$ cat config.mk
export PLATFORM = sky130hd
export DESIGN_NAME = bdf_ram
export DESIGN_NICKNAME = d
export VERILOG_FILES = /design/src/rtl/core/bdf_ram.sv
export SDC_FILE = /design/constraint.sdc
export NUM_CORES = 1
export LEC_CHECK = 0
export BUFFER_PORTS_ARGS = -buffer_cell sky130_fd_sc_hd__buf_2
export CAP_MARGIN = 30
export CORE_MARGIN = 4
export CORE_UTILIZATION = 30
export DETAILED_ROUTE_END_ITERATION = 8
export MAX_ROUTING_LAYER = met4
export PLACE_DENSITY = 0.53
export SLEW_MARGIN = 5
export SYNTH_ARGS = -nofsm -noshare
export SYNTH_HDL_FRONTEND = slang
export SYNTH_SLANG_ARGS = --single-unit
$ cat constraint.sdc
create_clock -name clk -period 2 [get_ports clk]
set_input_delay 0.1 -clock clk [delete_from_list [all_inputs] [get_ports clk]]
set_output_delay 0.1 -clock clk [all_outputs]
set_load 0.02 [all_outputs]
$ cat src/rtl/core/bdf_ram.sv
module bdf_ram #(
    parameter int WIDTH = 8,
    parameter int DEPTH = 64
) (
    input  logic                     clk,
    input  logic                     we,
    input  logic [$clog2(DEPTH)-1:0] waddr,
    input  logic [WIDTH-1:0]         wdata,
    input  logic [$clog2(DEPTH)-1:0] raddr,
    output logic [WIDTH-1:0]         rdata
);

    logic [WIDTH-1:0] mem [DEPTH];

    always_ff @(posedge clk)
    begin
        if (we)
        begin
            mem[waddr] <= wdata;
        end
        rdata <= mem[raddr];
    end

endmodule

==> metrics.cfg <==
[global_routing]
grt_antenna_before_repair=1
grt_pass1_wl_um=73030
busiest_layer=met2
use_met1_pct=19.42
track_usage_pct=14.35
first_global_vias=10610
use_met3_pct=3.041
grt.overflow.total=0
grt_max_degree=65
met2_usage_pct=22.39

[status]
status=complete, no violations

[synth]
syn_area_per_cell_um2=21.45
ys_types=40
ys_ff_latch=520
ys_seq_area_share_pct=77.03
synth_common_cells=edfxtp_1 (512), mux4_2 (126), nor2_1 (83)
yosysTopAreaCell=edfxtp_1
synth-async-reset-ratio_pct=0
synthTopCellsByArea=edfxtp_1 (76%), mux4_2 (14%), nor2_1 (1.5%)
postSynthNetCount=962
syn-cell-area_mm2=0.02017
synth_edf_count=512
netlist.area_leader.share_pct=76.24
yosysWarnings=0
yosysMostFrequentCell=edfxtp_1
synthesis.instances=940
ys.flop_type=edfxtp_1

[pwr]
sw_frac_of_total_pct=21.12
p_per_area_mw_per_mm2=952.2
power.leakage_nw=7.810
power.internal_w=0.01819
seqPwrFrac_pct=52.5
clkPwrFrac_pct=41.9
ir_drop_mv=0.5341
power.total_w=0.02306
combPwrFrac_pct=5.6
switchingPower_w=0.004870

[routing]
detail-route-antenna-nets=0
initialDrtViolationCount=907
wl_per_cell_um=23.92
drc=0
wl_um=48910
route.vias.total=10060
first_pass_iters=5
routed_via_density=4.919

[setup_path]
worstPathArrival_ns=2.42
slowest_delay_ns=0.49
crit_path_end_kind=flop
required_ns=2.46
cp_max_fo=1
crit_slowest_cell=mux4_2
path_class=flop to flop
worstPathCellList=mux4_2, mux2_4, o221a_2, nor3_2, buf_4, o32ai_1
cp-start-kind=flop

[sta]
hold_violations=0
fin_skew_ns=0.01370
slew_viol_final=0
worst_slew_pin_slew_ns=0.7309
period_needed_ns=1.954
finalCritPeriodShare_pct=97.71
maxSlewHeadroom_pct=51.27
finalSetupViolations=0
holdWs_ns=0.01856
max_freq_ghz=0.5117
rsz0062_at_grt=false

[clock_network]
worstSkewPairLatency_ns=0.59
cts_root_buf=clkbuf_16
cts_post_setup_buffers_inserted=0
clk_path_buf_depth=3
cts_buffers=53
clk_pin_slew_worst_paths_ns=0.06
clock_sinks=520
htree_levels=2
cts_tree=yes

[floorplanning]
dieArea_mm2=0.07144
die_w_um=267.3
start_util_pct=30.46
fp.dieH_um=267.3
ios=30
rows=94
core_area_mm2=0.06622

[placed_design]
gp_congestion=0.8053
port_buffers=29
dp_hpwl_um=32180

[min_path]
hold_class=input pin to flop

[layout]
drive_above_1_share_pct=34.58
syn_to_final_growth_pct=20.10
nets=1159

[run]
max-cap-violations=0

==> worst max-delay path: cells and delay by family (launching register included) <==
kind	cells	cell delay, ns
buffers and inverters	1	0.15
AO/OA/AOI/OAI	2	0.36
flip-flops	1	0.37
AND/OR/NAND/NOR	1	0.18
multiplexers	2	0.78
==> metal layers <==
layer  part of all wire [%]  up-vias  wire length (um)
li1                       -     4336                 -
met1                     44     5393             21700
met2                     48      260             23470
met3                    5.6       71              2750
met4                    2.0        0               988
met5                      0        -                 0
==> metrics by stage <==
step	util (%)	setup WS (ns)	TNS (ns)	std cells	cell area [um^2]
after floorplan	-	0.2323	0	940	20170
after global placement	33.94	-0.2142	-0.7248	1943	22470
after detailed placement	33.94	-0.2193	-0.9207	1943	22470
after CTS	36.56	0.007689	0	2044	24210
after global routing	36.58	0.004780	0	2045	24220
final	36.58	0.04577	0	2045	24220
==> worst paths after layout <==
check / startpoint / endpoint / slack [ns] / depth (start not counted)
setup reg to reg: mem[29][4] / rdata[4] / 0.05 / 6
hold / removal: wdata[2] / mem[24][2] / 0.02 / 1
setup / recovery: mem[29][4] / rdata[4] / 0.05 / 6
hold reg to reg: mem[26][6] / rdata[6] / 0.87 / 3
==> state kept, by name, indices dropped and copies added, names as in the netlist <==
name   flops
mem      512
rdata      8
==> power groups by stage <==
stage | Combinational, W | Sequential [W] | Clock, W
2_1_floorplan | 0.000643 | 0.0123 | 0
3_3_place_gp | 0.00129 | 0.0123 | 0
3_5_place_dp | 0.00131 | 0.0123 | 0
4_1_cts | 0.00132 | 0.0121 | 0.00990
5_1_grt | 0.00140 | 0.0121 | 0.0104
6_report | 0.00130 | 0.0121 | 0.00966
==> layout make-up <==
cell class / instances / area [um^2]
Tap cell: 864 / 1081
Clock buffer: 64 / 1389
Fill cell: 6055 / 42000
Clock inverter: 34 / 304.0
Multi-Input combinational cell: 369 / 4337
Antenna cell: 1 / 2.502
Timing Repair Buffer: 193 / 1573
Sequential cell: 520 / 15530
==> cell families (layout without fill, tap and decap cells) <==
logic type	count (synthesis)	after routing	synth area share, %
buffers and inverters	51	291	1.570
AOI/OAI and AO/OA	54	54	2.072
and+or+nand+nor	153	153	3.387
other	0	1	0
DFF	520	520	77.03
muxes	162	162	15.94
==> placed cells by master, fill, tap and decap left out, types with 4 or more instances in the layout <==
master | Yosys | layout
nor2_1 | 83 | 83
clkinv_1 | 0 | 13
edfxtp_1 | 512 | 512
clkbuf_1 | 17 | 10
mux2_2 | 13 | 12
bufinv_16 | 0 | 5
dfxtp_1 | 8 | 8
buf_4 | 13 | 149
buf_2 | 11 | 26
clkbuf_16 | 0 | 54
clkinv_2 | 0 | 11
o22ai_1 | 8 | 8
nor3_1 | 7 | 5
buf_12 | 2 | 14
nor2b_1 | 14 | 14
nand2_1 | 19 | 19
o221ai_1 | 8 | 8
mux4_2 | 126 | 126
nand2b_1 | 7 | 7
mux2i_1 | 23 | 23
a211oi_1 | 4 | 4
a221oi_1 | 6 | 6
nand3_1 | 13 | 13
==> what timing repair did <==
item | in CTS | in global routing
pin swaps | 0 | 1
hold buffers | 3 | 0
setup endpoints to repair | 1 | 3
endpoints found under the hold margin | 18 | 0
resized for setup | 2 | 3
Note: power is estimated with default switching activity, not from simulation.
