<file path="src/rtl/core/bdf_pkg.sv">
package bdf_pkg;

    typedef enum logic [6:0] {
        ST_LOAD   = 7'b0000001,
        ST_PUSH   = 7'b0000010,
        ST_NBR    = 7'b0000100,
        ST_UPD    = 7'b0001000,
        ST_DIV    = 7'b0010000,
        ST_EMIT   = 7'b0100000,
        ST_OUTW   = 7'b1000000
    } state_t;

    // Neighbor order: left, up, right, down.
    localparam int unsigned NB_COUNT = 4;
    localparam int unsigned SUM_W    = 10;
    localparam int unsigned CNT_W    = 3;
    localparam int unsigned COLOR_W  = 8;

endpackage

</file>
<file path="src/rtl/core/bdf_div.sv">
// Restoring divider: 10-bit dividend by 3-bit divisor, one quotient bit a cycle.
module bdf_div
    import bdf_pkg::*;
(
    input  logic             clk,
    input  logic             rst_n,
    input  logic             start,
    input  logic [SUM_W-1:0] dividend,
    input  logic [CNT_W-1:0] divisor,
    output logic             done,
    output logic [SUM_W-1:0] quotient
);

    logic [SUM_W-1:0] q_reg, q_next;
    logic [CNT_W:0]   r_reg, r_next;
    logic [3:0]       n_reg, n_next;
    logic             busy_reg, busy_next;
    logic [CNT_W+1:0] trial;

    assign quotient = q_reg;
    assign done     = busy_reg && (n_reg == 4'd0);

    always_comb
    begin
        q_next    = q_reg;
        r_next    = r_reg;
        n_next    = n_reg;
        busy_next = busy_reg;
        trial     = '0;
        if (start)
        begin
            q_next    = dividend;
            r_next    = '0;
            n_next    = 4'(SUM_W);
            busy_next = 1'b1;
        end
        else if (busy_reg)
        begin
            if (n_reg == 4'd0)
            begin
                busy_next = 1'b0;
            end
            else
            begin
                trial = {r_reg, q_reg[SUM_W-1]};
                if (trial >= {2'b00, divisor})
                begin
                    r_next = (CNT_W+1)'(trial - {2'b00, divisor});
                    q_next = {q_reg[SUM_W-2:0], 1'b1};
                end
                else
                begin
                    r_next = trial[CNT_W:0];
                    q_next = {q_reg[SUM_W-2:0], 1'b0};
                end
                n_next = n_reg - 4'd1;
            end
        end
    end

    always_ff @(posedge clk or negedge rst_n)
    begin
        if (!rst_n)
        begin
            busy_reg <= 1'b0;
            n_reg    <= '0;
        end
        else
        begin
            busy_reg <= busy_next;
            n_reg    <= n_next;
        end
    end

    always_ff @(posedge clk)
    begin
        q_reg <= q_next;
        r_reg <= r_next;
    end

endmodule

</file>
<file path="config.mk">
export PLATFORM = sky130hd
export DESIGN_NAME = bdf_div
export DESIGN_NICKNAME = d
export VERILOG_FILES = /design/src/rtl/core/bdf_pkg.sv /design/src/rtl/core/bdf_div.sv
export SDC_FILE = /design/constraint.sdc
export NUM_CORES = 1
export LEC_CHECK = 0
export CAP_MARGIN = 20
export CORE_UTILIZATION = 54
export DETAILED_ROUTE_END_ITERATION = 10
export DONT_BUFFER_PORTS = 1
export GPL_ROUTABILITY_DRIVEN = 0
export PLACE_DENSITY = 0.72
export SYNTH_ARGS = -nofsm -noshare
export SYNTH_HDL_FRONTEND = slang
export SYNTH_SLANG_ARGS = --single-unit
</file>
<file path="constraint.sdc">
create_clock -name clk -period 1.6 [get_ports clk]
set_input_delay 0.08 -clock clk [delete_from_list [all_inputs] [get_ports clk]]
set_output_delay 0.08 -clock clk [all_outputs]
set_load 0.01 [all_outputs]
</file>
==> out/metrics.yaml, run 1 <==
fin_skew_ns: 0.00715
io_buffer_count: 0
area.growth.synth_to_final_pct: 41.0
post-route-period-util_pct: 104
io_pins: 27
startpoint_type: "register"
vias: 761
syn_avg_cell_area_um2: 11.5
dr.pass1.iters: 7
outcome: "finished with violations"
grt.overflow.total: 0
ir_drop_mv: 0.910
synth_cell_types: 31
drt-total-wl_um: 2170
violations: "DRC, hold timing, setup timing"
fmax_ghz: 0.603
syn-num-nets: 107
power.density_mw_per_mm2: 1510
dieArea_mm2: 0.00200
clockBufferDepth: 2
slew_headroom_pct: 77.3
hp-class: "in2reg"
cts_buffers: 3
period_needed_ns: 1.66
ys_ff_latch: 19
route.detailed.drc: 2
fin_hold_ws_ns: -0.155
antenna_found_initial: 0
antennaDiodeCount: 0
cts_tree: "done"
root_buffer: "clkbuf_4"
clock-sinks: 19
largest_reg_flops: 10
setup_viol: 2
yosysSeqAreaShare_pct: 51.3
core_area_mm2: 0.00173
tightest_slew_ns: 0.340
post-route-worst-setup-slack_ns: -0.0590
mostFrequentLayoutCells: "dlygate4sd3_1 (13), buf_4 (13), edfxtp_1 (10)"
design_power_total_mw: 2.10
max_cap_violations: 0
place_hpwl_um: 1350
die_h_um: 44.7
synthCells: 86
track_usage_pct: 21.5
clk_pin_slew_ns: 0.12
ant_nets: 0
grt_pass1_wl_um: 3030
worst-path-max-fanout: 5
via_per_inst: 5.44
htree_levels: 1
final_max_slew_viol_count: 0
dp_slack_ns: -0.0513
ys_warn_count: 0
post_drt_wl_per_cell_um: 15.5
grt_pass1_vias: 688
critPathCaptureType: "register"
final_layout_size_suffix_gt1_share_pct: 40.9
grt_start_max_net_pins: 18
rows: 15
clk_latency_ns: 0.29
crit_arrival_ns: 1.87
nets: 137
fill_cells: 111
rsz0062_at_grt: "yes"
drt_iter0_drc: 12
crit_type: "reg2reg"
hold_violations: 6
required_ns: 1.81
dieWidth_um: 44.7
synthesis.area_um2: 986
initial_core_util_pct: 57.1
p_leak_nw: 0.575
-- path summary, 6_finish.rpt --
kind	from	to	slack, ns	cells after the start
max in group asynchronous	rst_n	busy_reg	1.34	1
min reg2reg	n_reg[3]	n_reg[3]	0.58	2
min in group asynchronous	rst_n	n_reg[1]	0.06	1
min	start	r_reg[3]	-0.16	1
max	n_reg[1]	r_reg[3]	-0.06	6
max reg2reg	n_reg[1]	r_reg[3]	-0.06	6
-- layer usage --
metal | track usage, % | vias up | share of wire [%]
met1 | 27.2 | 369 | 42
met2 | 35.6 | 21 | 52
met5 | 0 | - | 0
met3 | 4.40 | 4 | 3.6
met4 | 9.70 | 0 | 1.7
li1 | - | 367 | -
-- cells in the mapped netlist --
library cell	count	area share, %
a21oi_1	1	0.51
dfxtp_1	4	8.1
o22ai_1	1	0.63
dfrtp_1	5	13
nand2_1	6	2.3
nand4_1	3	1.9
a2111oi_2	1	1.5
fa_1	1	2.0
nor3_1	2	1.0
ha_1	4	5.1
and2_1	2	1.3
o311ai_0	1	0.89
a211o_1	1	0.89
or3b_4	1	1.1
nand3_1	2	1.0
edfxtp_1	10	30
clkbuf_1	1	0.38
mux2i_1	1	1.0
a31oi_1	1	0.63
nor2_1	4	1.5
and2_4	1	0.89
inv_1	11	4.2
o211ai_1	2	1.5
xor2_1	3	2.7
a21o_1	1	0.76
nand2b_1	1	0.63
nor3b_1	2	1.5
buf_1	1	0.38
mux2_2	9	10
and3_1	2	1.3
xnor2_1	1	0.89
-- power breakdown --
group	leakage, nW	internal, mW	switching [mW]
clock network	0.0177	0.0928	0.150
logic	0.364	0.563	0.439
registers	0.193	0.695	0.161
total	0.575	1.35	0.750
-- metrics by stage --
stage                     area, µm²  util [%]  cells  TNS (ns)
after floorplan                1030         -     86   -0.0116
after global placement         1140      65.9    120  -0.00788
after detailed placement       1140      65.9    120   -0.0513
after CTS                      1280      74.4    133   -0.0835
after global routing           1390      80.5    140    -0.790
final                          1390      80.5    140    -0.106
-- critical path, cell delays in order (launching register included) --
cell and delay, ns:
dfrtp_1 0.40, inv_1 0.06, ha_2 0.17, or3b_4 0.43, and2_4 0.17, and3_4 0.18
a2111oi_4 0.16
-- kinds of logic after synthesis --
family                     after synthesis  share of synthesized area [%]
muxes                                   10                           11.3
buffers and inverters                   13                           4.95
xor gates and xnor gates                 4                           3.55
adders and majority gates                5                           7.11
AOI/OAI and AO/OA                        9                           7.36
and+or+nand+nor                         26                           14.5
DFF                                     19                           51.3
-- cell type report --
type	count	area [µm²]	area share, %
sequential	19	505	36.4
clock inverter	1	5.00	0.360
clock buffer	3	22.5	1.62
inverter	11	43.8	3.15
multi-input combinational	54	543	39.1
tap	25	31.3	2.25
timing repair buffer	27	239	17.2
-- timing repair --
item	CTS	global route
gates resized for setup	5	10
endpoints found under the setup margin	4	16
hold endpoints to repair	18	12
setup buffers	1	2
hold buffers	8	5
pin swaps	5	5
cloned	0	0
Power figures use the tool's default switching activity.
==> run 2: changes to the inputs <==
Settings changed: SETUP_SLACK_MARGIN set to 0.4.
==> run 2 against run 1 <==
  * Setup slack lost 0.021 ns
  * Sequential power grew 0.8%
  * Critical endpoint unchanged
  * Critical path depth is the same
  * Clock skew shrank 0.0026 ns
  * Worst hold slack lost 0.0072 ns
  * Fmax shrank 1.3%
  * Die area is the same
  * Final area grew 1.8%
  * Non-clock buffer count shrank 2
  * The flow finishes with violations (hold timing, setup timing)
  * Critical path type unchanged
  * First-iteration DRC count is the same
==> out/metrics.yaml, run 2 (synthesis results as in run 1) <==
place_inst: 117
dr_wl_met2_um: 1330
wl_met1_um: 961
dieWidth_um: 44.7
htree_levels: 1
fin_tns_setup_ns: -0.949
rsz0062_at_grt: "yes"
final_common_cell: "buf_4"
dr_wl_met3_um: 88
area.growth.synth_to_final_pct: 43.5
fin_util_pct: 82.0
hp-class: "in2reg"
grt.overflow.total: 0
drt-total-wl_um: 2390
ir_drop_mv: 1.07
cts_buffers: 3
fmax_ghz: 0.595
core_area_mm2: 0.00173
clock-sinks: 19
fin_skew_ns: 0.00454
antennaDiodeCount: 0
grt_pass1_vias: 742
p_leak_nw: 0.576
vias: 711
cts_tree: "done"
required_ns: 1.81
drt_iter0_drc: 12
fin_hold_ws_ns: -0.163
crit_arrival_ns: 1.89
route.detailed.drc: 0
path_cells: "inv_1 -> ha_2 -> or3b_4 -> and2_4 -> and3_4 -> a2111oi_4"
via_per_inst: 5.12
post_drt_wl_per_cell_um: 17.2
max_cap_violations: 0
design_power_total_mw: 2.10
tightest_slew_ns: 0.379
root_buffer: "clkbuf_4"
power.density_mw_per_mm2: 1490
holdPathStages: 1
place_hpwl_um: 1250
setup_viol: 17
dr.pass1.iters: 4
reg2reg_slack_ns: -0.08
cpMaxStageDelayCell: "or3b_4"
final_layout_size_suffix_gt1_share_pct: 47.4
slew_headroom_pct: 74.6
antenna_found_initial: 0
violations: "hold timing, setup timing"
critPathCaptureType: "register"
rows: 15
mostFrequentLayoutCells: "buf_4 (12), dlygate4sd3_1 (10), edfxtp_1 (10)"
hold_violations: 6
dieArea_mm2: 0.00200
crit_type: "reg2reg"
initial_core_util_pct: 57.1
nets: 136
grt_pass1_wl_um: 3330
clockBufferDepth: 2
io_buffer_count: 0
final_max_slew_viol_count: 0
outcome: "finished with violations"
startpoint_type: "register"
grt_start_max_net_pins: 18
post-route-period-util_pct: 105
final_cells: 139
clk_latency_ns: 0.29
largest_reg_flops: 10
period_needed_ns: 1.68
r2r_cells: 6
io_pins: 27
post-route-worst-setup-slack_ns: -0.0801
ant_nets: 0
worst-path-max-fanout: 5
critPathMaxStageDelay_ns: 0.43
track_usage_pct: 24.5
clk_pin_slew_ns: 0.11
die_h_um: 44.7
highest_layer: "met4"
dp_slack_ns: -0.0525
-- run 2: worst paths after layout --
path,startpoint,endpoint
max in group asynchronous,rst_n,busy_reg
min,start,n_reg[2]
max,n_reg[1],r_reg[3]
max reg2reg,n_reg[1],r_reg[3]
min reg2reg,r_reg[2],r_reg[2]
min in group asynchronous,rst_n,n_reg[3]
-- run 2: stage by stage --
stage	hold slack, ns	instance area, µm²
2_1_floorplan	-0.216	1040
3_3_place_gp	-0.215	1130
3_5_place_dp	-0.215	1130
4_1_cts	-0.173	1320
5_1_grt	-0.196	1420
6_report	-0.163	1420
-- run 2: per-layer routing --
metal,global-route usage (%),vias up
met1,28.4,334
met2,44.1,15
met5,0,-
met3,6.80,2
met4,7.27,0
li1,-,360
-- run 2: worst max-delay path: cells and delay by family (launching register included) --
kind | cells | cell delay, ns
AND/OR/NAND/NOR | 3 | 0.78
flip-flops | 1 | 0.40
adder cells (fa/ha/maj) | 1 | 0.18
AO/OA/AOI/OAI | 1 | 0.17
buffers and inverters | 1 | 0.06
-- run 2: area by class of cell --
class	instances	area, µm²
Timing Repair Buffer	25	233
Timing Repair inverter	1	8.76
Clock inverter	1	5.00
Fill cell	109	312
Inverter	11	48.8
Tap cell	25	31.3
Clock buffer	3	22.5
Multi-Input combinational cell	54	559
Sequential cell	19	507
-- run 2: repair_timing --
item,in CTS,in global routing
hold buffers,8,2
setup buffers,3,4
pin swaps,9,1
gates resized for setup,10,9
endpoints found under the setup margin,21,21
hold endpoints to repair,20,14
gates cloned,0,1
-- run 2: report_power, final --
group	switching [mW]	leakage (nW)	internal [mW]
clock	0.144	0.0177	0.0930
sequential	0.165	0.194	0.697
combinational	0.447	0.365	0.557
